===== config.mk =====
export PLATFORM = sky130hd
export DESIGN_NAME = mpma_div
export DESIGN_NICKNAME = d
export VERILOG_FILES = /design/src/design/mpma_pkg.sv /design/src/design/mpma_div.sv
export SDC_FILE = /design/constraint.sdc
export NUM_CORES = 1
export LEC_CHECK = 0
export BUFFER_PORTS_ARGS = -buffer_cell sky130_fd_sc_hd__buf_2
export CAP_MARGIN = 25
export CORE_MARGIN = 2
export CORE_UTILIZATION = 42
export CTS_CLUSTER_DIAMETER = 150
export CTS_CLUSTER_SIZE = 20
export DETAILED_ROUTE_END_ITERATION = 8
export PLACE_DENSITY = 0.69
export SYNTH_ARGS = -nofsm -noshare
export SYNTH_HDL_FRONTEND = slang
export SYNTH_SLANG_ARGS = --single-unit

===== constraint.sdc =====
create_clock -name clk -period 3.7 [get_ports clk]
set_clock_uncertainty 0.15 [all_clocks]
set_input_delay 0.74 -clock clk [delete_from_list [all_inputs] [get_ports clk]]
set_output_delay 0.74 -clock clk [all_outputs]
set_load 0.03 [all_outputs]

===== src/design/mpma_pkg.sv =====
// ----------------------------------------------------------------------------
// mpma_pkg: shared types and constants of the per-minute averager
// Field widths, command and register codes, the store entry layout and the
// reset values of the window min/max speed registers.
// ----------------------------------------------------------------------------
package mpma_pkg;

  // Default number of minute bins
  localparam int MINUTES_PER_DAY = 1440;
  // Samples from a day at or beyond this index are ignored
  localparam int MAX_DAYS        = 64;
  localparam int FRACTION_BITS   = 4;

  // Field widths
  localparam int CMD_W    = 2;
  localparam int MINUTE_W = 11;
  localparam int DAY_W    = 6;
  localparam int EVENT_W  = 16;
  localparam int VAL_W    = 24;
  localparam int SUM_W    = 30;
  localparam int COUNT_W  = 7;
  localparam int N_SUMS   = 5;

  // Configuration port widths
  localparam int CFG_IDX_W  = 2;
  localparam int CFG_DATA_W = 11;

  // Commands
  localparam logic [CMD_W-1:0] CMD_CLEAR = 2'd0;
  localparam logic [CMD_W-1:0] CMD_ADD   = 2'd1;
  localparam logic [CMD_W-1:0] CMD_READ  = 2'd2;

  // Register indexes
  localparam logic [CFG_IDX_W-1:0] REG_DAY_COUNT  = 2'd0;
  localparam logic [CFG_IDX_W-1:0] REG_PEAK_START = 2'd1;
  localparam logic [CFG_IDX_W-1:0] REG_PEAK_END   = 2'd2;

  // Register reset values
  localparam logic [COUNT_W-1:0]  DAY_COUNT_RESET  = 7'd1;
  localparam logic [MINUTE_W-1:0] PEAK_START_RESET = 11'(8 * 60);
  localparam logic [MINUTE_W-1:0] PEAK_END_RESET   = 11'(9 * 60);

  // Window speed reset values: 200.0 and 0
  localparam logic [VAL_W-1:0] LOWEST_RESET  = VAL_W'(200 << FRACTION_BITS);
  localparam logic [VAL_W-1:0] HIGHEST_RESET = '0;

  // A bin stops taking samples at this count
  localparam logic [COUNT_W-1:0] COUNT_MAX = '1;

  // One store entry: bin count and the five running sums
  typedef struct packed {
    logic [COUNT_W-1:0]             count;
    logic [N_SUMS-1:0][SUM_W-1:0]   sum;
  } entry_t;

endpackage


===== src/design/mpma_div.sv =====
// ----------------------------------------------------------------------------
// mpma_div: serial sum-by-count divider
// Restoring radix-2 divider: one quotient bit per cycle, SUM_W quotient bits
// per division. Pulses done for a single cycle once the last bit is in; quotient then holds.
// ----------------------------------------------------------------------------
module mpma_div (
  input  logic                            clk,
  input  logic                            rst,
  input  logic                            start,
  input  logic [mpma_pkg::SUM_W-1:0]      dividend,
  input  logic [mpma_pkg::COUNT_W-1:0]    divisor,
  output logic                            done,
  output logic [mpma_pkg::SUM_W-1:0]      quotient
);

  localparam int SW = mpma_pkg::SUM_W;
  localparam int CW = mpma_pkg::COUNT_W;
  localparam int NW = $clog2(SW);
  localparam logic [NW-1:0] LAST_STEP = NW'(SW - 1);

  logic          busy;
  logic [NW-1:0] step;
  logic [CW-1:0] rem;
  logic [CW-1:0] dvs;
  logic [SW-1:0] quo;

  logic [CW:0]   trial;
  logic          fits;
  logic [CW-1:0] rem_next;
  logic [SW-1:0] quo_next;

  // Shift in the next dividend bit and try a subtract
  always_comb begin
    trial    = {rem, quo[SW-1]};
    fits     = (trial >= {1'b0, dvs});
    rem_next = fits ? CW'(trial - {1'b0, dvs}) : trial[CW-1:0];
    quo_next = {quo[SW-2:0], fits};
  end

  // Iterate one bit per cycle
  always_ff @(posedge clk) begin
    if (rst) begin
      busy <= 1'b0;
      done <= 1'b0;
      step <= '0;
    end else begin
      done <= 1'b0;
      if (start) begin
        busy <= 1'b1;
        step <= '0;
        rem  <= '0;
        quo  <= dividend;
        dvs  <= divisor;
      end else if (busy) begin
        rem  <= rem_next;
        quo  <= quo_next;
        step <= step + 1'b1;
        if (step == LAST_STEP) begin
          busy <= 1'b0;
          done <= 1'b1;
        end
      end
    end
  end

  assign quotient = quo;

endmodule


Word level (Yosys, flattened, before mapping)
Cells that the tools add are included.
{"block": "classes", "n_addsub": 2, "multipliers": 0, "div": 0, "order_cmp": 1, "eq_ne": 1, "shift": 0, "n_mux": 8, "n_bitwise": 2, "reduce_logical": 5}
{"op": "30-bit two-way mux", "count": 2}
{"op": "7-bit two-way mux", "count": 2}
{"op": "8-bit by 7-bit greater-or-equal comparator with 1-bit output", "count": 1}
{"op": "7-bit subtractor", "count": 1}
{"op": "5-bit by 1-bit adder with 5-bit output, second input constant", "count": 1}
{"op": "5-bit equality test, second input constant", "count": 1}
{"op": "1-bit two-way mux", "count": 4}
{"op": "2-bit AND reduction", "count": 2}
{"op": "3-bit OR reduction", "count": 1}
{"op": "1-bit NOT", "count": 2}
{"op": "2-bit nonzero test", "count": 1}
{"op": "2-bit OR reduction", "count": 1}
{"block": "word_totals", "ff_bits": 51, "latch_bits": 0, "ram_bits": 0, "rom_bits": 0, "in_bits": 40, "output_inout_bits": 31, "word_cells": 25, "mem_count": 0}

Longest topological paths before layout
{"block": "logic_depth", "word_depth": 4, "depth_mapped": 8, "mapped_depth_nobuf": 8}

Worst setup path before layout
OpenSTA, ideal clock, no wires.
{"block": "synth_path", "path_kind": "input -> register", "startpoint": "in start", "endpoint": "reg quo[0] (netlist: quotient[0]), enable pin", "setup_time_ns": 0.431, "t_arrival_ns": 2.663, "t_required_ns": 3.119, "slack_ns": 0.455, "cell_stages": 3, "n_path_buf": 1, "cell_sequence": "clkbuf_1 nor2_1 nor2_1"}
{"block": "synth_via", "elab_chain_cells": 2}
{"item": "from (decl)", "line": "mpma_div.sv:9", "source": "input logic start,"}
{"item": "2-bit nonzero test (no line)"}
{"item": "2-bit AND reduction (no line)"}
{"item": "to (signal assigned)", "line": "mpma_div.sv:52", "source": "quo <= dividend;"}
{"item": "to (signal assigned)", "line": "mpma_div.sv:56", "source": "quo <= quo_next;"}
{"item": "to (decl)", "line": "mpma_div.sv:25", "source": "logic [SW-1:0] quo;"}
Every way passes these cells.
A chain may end at the register's enable or synchronous reset.

Worst setup path in the final report
{"block": "layout_path", "startpoint": "reg quo[29] (netlist: quotient[29])", "endpoint": "reg rem[2] (data pin)"}
{"block": "layout_via", "elab_chain_cells": 3, "elab_cells_between_ends": 4, "cone_classes": "1 x add/sub; 1 x order compare; 2 x mux"}
{"item": "7-bit subtractor or 8-bit by 7-bit greater-or-equal comparator with 1-bit output (tied branches)", "line": "mpma_div.sv:36, mpma_div.sv:35"}
{"item": "7-bit two-way mux *", "line": "mpma_div.sv:36", "source": "rem_next = fits ? CW'(trial - {1'b0, dvs}) : trial[CW-1:0];"}
{"item": "7-bit two-way mux *", "line": "mpma_div.sv:54", "source": "end else if (busy) begin"}
{"item": "to (signal assigned)", "line": "mpma_div.sv:55", "source": "rem <= rem_next;"}
{"item": "to (decl)", "line": "mpma_div.sv:23", "source": "logic [CW-1:0] rem;"}
Every way passes the cells marked *; elsewhere a longest branch is shown, timed or not. The select of a mux whose other input is x is not followed.

==> flow_summary.html <==
<table>
<tr><th>Metric</th><th>Value</th></tr>
<tr><th colspan="2">Global routing</th></tr>
<tr><td>Number of global-route vias before repair</td><td>1598</td></tr>
<tr><td>Total overflow reported by the global router</td><td>0</td></tr>
<tr><td>Antenna violations before repair</td><td>0</td></tr>
<tr><td>First-pass GRT wire length</td><td>7670 um</td></tr>
<tr><td>Pin count of the biggest net entering global routing</td><td>38</td></tr>
<tr><td>Global-route usage over all layers</td><td>15.6%</td></tr>
<tr><th colspan="2">Placed design</th></tr>
<tr><td>DP Wirelength</td><td>3640 um</td></tr>
<tr><td>Placement-stage cell area</td><td>2910 sq um</td></tr>
<tr><td>Number of placed instances, taps included</td><td>322</td></tr>
<tr><td>Pre-CTS worst setup slack</td><td>1.36 ns</td></tr>
<tr><td>Quantity of I/O buffers inserted on ports</td><td>70</td></tr>
<tr><td>Weighted congestion reported at the end of routability-driven placement</td><td>0.859</td></tr>
<tr><th colspan="2">Routing</th></tr>
<tr><td>Via total after detailed routing</td><td>1684</td></tr>
<tr><td>Total wire length</td><td>4820 um</td></tr>
<tr><td>Uppermost layer routed</td><td>met4</td></tr>
<tr><td>Via-per-instance ratio</td><td>5.10</td></tr>
<tr><td>Detail-routed net length per standard cell</td><td>14.6 um</td></tr>
<tr><td>Met1 wire length</td><td>2060 um</td></tr>
<tr><td>Met2 wire length</td><td>2490 um</td></tr>
<tr><td>DR DRC count</td><td>0</td></tr>
<tr><td>Detail Route Antenna Nets</td><td>0</td></tr>
<tr><td>Number of search-and-repair iterations in the first detailed-routing pass</td><td>4</td></tr>
<tr><td>WL met3</td><td>186 um</td></tr>
<tr><td>Number of DRC violations after detailed-routing iteration 0</td><td>68</td></tr>
<tr><th colspan="2">Hold path</th></tr>
<tr><td>Tightest Hold Check Type</td><td>reg -&gt; reg</td></tr>
<tr><th colspan="2">STA</th></tr>
<tr><td>Tcrit/Tclk final</td><td>62.3%</td></tr>
<tr><td>Slew at the pin closest to its max-slew limit</td><td>0.553 ns</td></tr>
<tr><td>Number of hold-slack violations in the final timing report</td><td>0</td></tr>
<tr><td>Setup repair after global routing missed its margin</td><td>no</td></tr>
<tr><td>Fin worst setup slack</td><td>1.39 ns</td></tr>
<tr><td>Final count of negative-setup-slack endpoints</td><td>0</td></tr>
<tr><td>Maximum clock frequency</td><td>434 MHz</td></tr>
<tr><td>Worst slew margin relative to its limit</td><td>63.0%</td></tr>
<tr><td>Final Critical Period</td><td>2.31 ns</td></tr>
<tr><td>Worst hold slack</td><td>0.373 ns</td></tr>
<tr><td>Final-report max-slew violation count</td><td>0</td></tr>
<tr><td>Post-Route Setup TNS</td><td>0 ns</td></tr>
<tr><th colspan="2">Yosys</th></tr>
<tr><td>Top cells by area in the synthesized netlist</td><td>sky130_fd_sc_hd__edfxtp_1 (53%), sky130_fd_sc_hd__mux2_2 (14%), sky130_fd_sc_hd__dfxtp_1 (5.7%)</td></tr>
<tr><td>Yosys top cell by area</td><td>sky130_fd_sc_hd__edfxtp_1</td></tr>
<tr><td>Number of nets in the synthesized netlist</td><td>235</td></tr>
<tr><td>Portion of the post-synthesis area used by sequential elements</td><td>59.0%</td></tr>
<tr><td>Library cell with the highest instance count after synthesis</td><td>sky130_fd_sc_hd__edfxtp_1</td></tr>
<tr><td>Most instantiated flip-flop cell in the synthesis netlist</td><td>sky130_fd_sc_hd__edfxtp_1</td></tr>
<tr><td>Share of synthesized registers carrying an async set or reset</td><td>0%</td></tr>
<tr><td>Syn avg cell area</td><td>13.4 sq um</td></tr>
<tr><td>Number of synthesized flops with an enable pin</td><td>44</td></tr>
<tr><td>Post-Synthesis Cells</td><td>185</td></tr>
<tr><td>Post-synthesis sequential element count</td><td>51</td></tr>
<tr><td>Number of warnings reported in the yosys synthesis log</td><td>0</td></tr>
<tr><td>Distinct cell type count of the synthesized netlist</td><td>41</td></tr>
<tr><td>Top cell types by occurrence after synthesis</td><td>sky130_fd_sc_hd__edfxtp_1 (44), sky130_fd_sc_hd__mux2_2 (30), sky130_fd_sc_hd__inv_1 (13), sky130_fd_sc_hd__nor2_1 (13), sky130_fd_sc_hd__ha_1 (9)</td></tr>
<tr><td>Fraction of synthesized cell area taken by the top area cell type</td><td>53.4%</td></tr>
<tr><td>Area of the mapped netlist</td><td>2480 sq um</td></tr>
<tr><th colspan="2">Flow run</th></tr>
<tr><td>Max capacitance violation total</td><td>0</td></tr>
<tr><th colspan="2">Critical path</th></tr>
<tr><td>Critical path endpoint category</td><td>flip-flop</td></tr>
<tr><td>Critical Path Start</td><td>quotient[29]$_DFFE_PP_</td></tr>
<tr><td>Depth of the worst register-to-register path</td><td>8</td></tr>
<tr><td>Data required, critical path</td><td>3.70 ns</td></tr>
<tr><td>Maximum net fanout on the critical path</td><td>7</td></tr>
<tr><td>Nature of the critical path startpoint</td><td>flip-flop</td></tr>
<tr><td>Crit-path cells</td><td>inv_1 -&gt; ha_1 -&gt; fa_1 -&gt; nand2b_2 -&gt; o2bb2ai_2 -&gt; a31oi_2 -&gt; o21ai_0 -&gt; a21oi_1</td></tr>
<tr><td>Reg2reg end</td><td>rem[2]$_SDFFCE_PP0P_</td></tr>
<tr><td>Critical Path Max Stage Delay</td><td>0.40 ns</td></tr>
<tr><td>Worst Setup Path Type</td><td>reg -&gt; reg</td></tr>
<tr><td>Worst reg-to-reg setup slack</td><td>1.39 ns</td></tr>
<tr><td>Arrival time at the worst endpoint</td><td>2.30 ns</td></tr>
<tr><td>Capturing instance or port of the critical path</td><td>rem[2]$_SDFFCE_PP0P_</td></tr>
<tr><td>Critical Path Slowest Stage Cell</td><td>sky130_fd_sc_hd__fa_1</td></tr>
<tr><td>Reg2reg start</td><td>quotient[29]$_DFFE_PP_</td></tr>
<tr><th colspan="2">Floorplanning</th></tr>
<tr><td>Effective utilization at floorplan</td><td>44.2%</td></tr>
<tr><td>Core area</td><td>5610 sq um</td></tr>
<tr><td>Die area</td><td>6530 sq um</td></tr>
<tr><td>Chip Height</td><td>80.8 um</td></tr>
<tr><td>Number of I/O pins</td><td>71</td></tr>
<tr><td>Die W</td><td>80.8 um</td></tr>
<tr><td>Rows</td><td>27</td></tr>
<tr><th colspan="2">Clock network</th></tr>
<tr><td>Clk_lat worst skew</td><td>0.30 ns</td></tr>
<tr><td>H-tree levels</td><td>2</td></tr>
<tr><td>Post-CTS setup buffer count</td><td>0</td></tr>
<tr><td>Cell at the root of the clock tree</td><td>sky130_fd_sc_hd__clkbuf_8</td></tr>
<tr><td>Number of clock buffers inserted by TritonCTS</td><td>5</td></tr>
<tr><td>Clock tree from TritonCTS</td><td>done</td></tr>
<tr><td>Deepest clock path buffer count</td><td>2</td></tr>
<tr><td>Post-cts repair resize count</td><td>0</td></tr>
<tr><td>CTS sink count</td><td>51</td></tr>
<tr><td>Hold-fix buffer count after cts</td><td>0</td></tr>
<tr><td>Clock edge transition at the registers on the reported setup and hold paths</td><td>0.09 ns</td></tr>
<tr><th colspan="2">Final layout</th></tr>
<tr><td>Cell Count, Final, Fillers Out</td><td>330</td></tr>
<tr><td>Post-layout utilization of the core</td><td>53.7%</td></tr>
<tr><td>Number of nets in the final layout</td><td>307</td></tr>
<tr><td>Fraction of layout instances using a drive strength above 1</td><td>45.7%</td></tr>
<tr><td>Area delta synth-&gt;final</td><td>21.7%</td></tr>
<tr><td>Cell area after layout</td><td>3010 sq um</td></tr>
<tr><td>Number of antenna diodes</td><td>0</td></tr>
<tr><th colspan="2">Power and ir drop</th></tr>
<tr><td>Total power consumption of the routed design</td><td>1.33 mW</td></tr>
<tr><td>Worst IR drop on VDD</td><td>221 uV</td></tr>
<tr><td>Leak</td><td>1.21 nW</td></tr>
<tr><td>Total power density per cell area</td><td>443 nW/um^2</td></tr>
<tr><th colspan="2">Status</th></tr>
<tr><td>Result of the run</td><td>completed</td></tr>
</table>
## report_power, final
part / switching (mW) / leakage, nW / internal, mW
registers: 0.0205 / 0.477 / 0.673
logic: 0.156 / 0.680 / 0.112
clock network: 0.170 / 0.0524 / 0.202
## logic make-up after synthesis
family          share of synthesized area, %
mux                                     14.5
compound gates                          8.14
buf+inv                                 3.28
simple gates                            7.58
fa+ha+maj                               5.36
xor+xnor                                2.12
flops                                   59.0
## placed cells by master, fill, tap and decap left out, drive strengths merged, types with 2 or more instances in the layout
cell type,instances
ha,9
a211oi,4
o22ai,2
edfxtp,44
nor3,2
nand2,3
nand4,3
a31oi,2
inv,13
nor3b,2
nor2,13
or2,2
clkbuf,7
buf,72
o21a,2
xnor2,3
dfxtp,7
nor2b,2
a21oi,8
nand3,5
xor2,3
mux2,31
o21ai,8
## flip-flops by register name, summed over array words and instances, names as in the netlist
| register | flops |
|---|---|
| busy | 1 |
| done | 1 |
| dvs | 7 |
| quotient | 30 |
| rem | 7 |
| step | 5 |
## critical path: cells and delay by family (launching register included)
| kind | cells | cell delay (ns) |
|---|---|---|
| DFF | 1 | 0.36 |
| AOI/OAI and AO/OA | 4 | 0.78 |
| buffers and inverters | 1 | 0.05 |
| and+or+nand+nor | 1 | 0.21 |
| adders and majority gates | 2 | 0.61 |
## routing by layer
metal / global-route usage [%] / vias up
met4: 6.44 / 0
met5: 0 / -
li1: - / 831
met3: 3.33 / 8
met2: 25.9 / 38
met1: 20.0 / 807
## worst min path at each step
stage | start | to | cells after the start
floorplan | step[4]$_SDFFE_PP0P_ | step[4]$_SDFFE_PP0P_ | 2
global placement | step[4]$_SDFFE_PP0P_ | step[4]$_SDFFE_PP0P_ | 2
detailed placement | step[1]$_SDFFE_PP0P_ | step[1]$_SDFFE_PP0P_ | 2
CTS | step[1]$_SDFFE_PP0P_ | step[1]$_SDFFE_PP0P_ | 2
global route | step[1]$_SDFFE_PP0P_ | step[1]$_SDFFE_PP0P_ | 2
finish | step[1]$_SDFFE_PP0P_ | step[1]$_SDFFE_PP0P_ | 2
## final cells by class
cell class,instances,area [sq um]
flip-flops and latches,51,1460
multi-input cells,114,941
clock inverters,1,30.0
fillers,506,2590
repair buffers,72,365
inverters,13,48.8
well taps,72,90.1
clock buffers,7,76.3
Note: power is estimated with default switching activity, not from simulation.
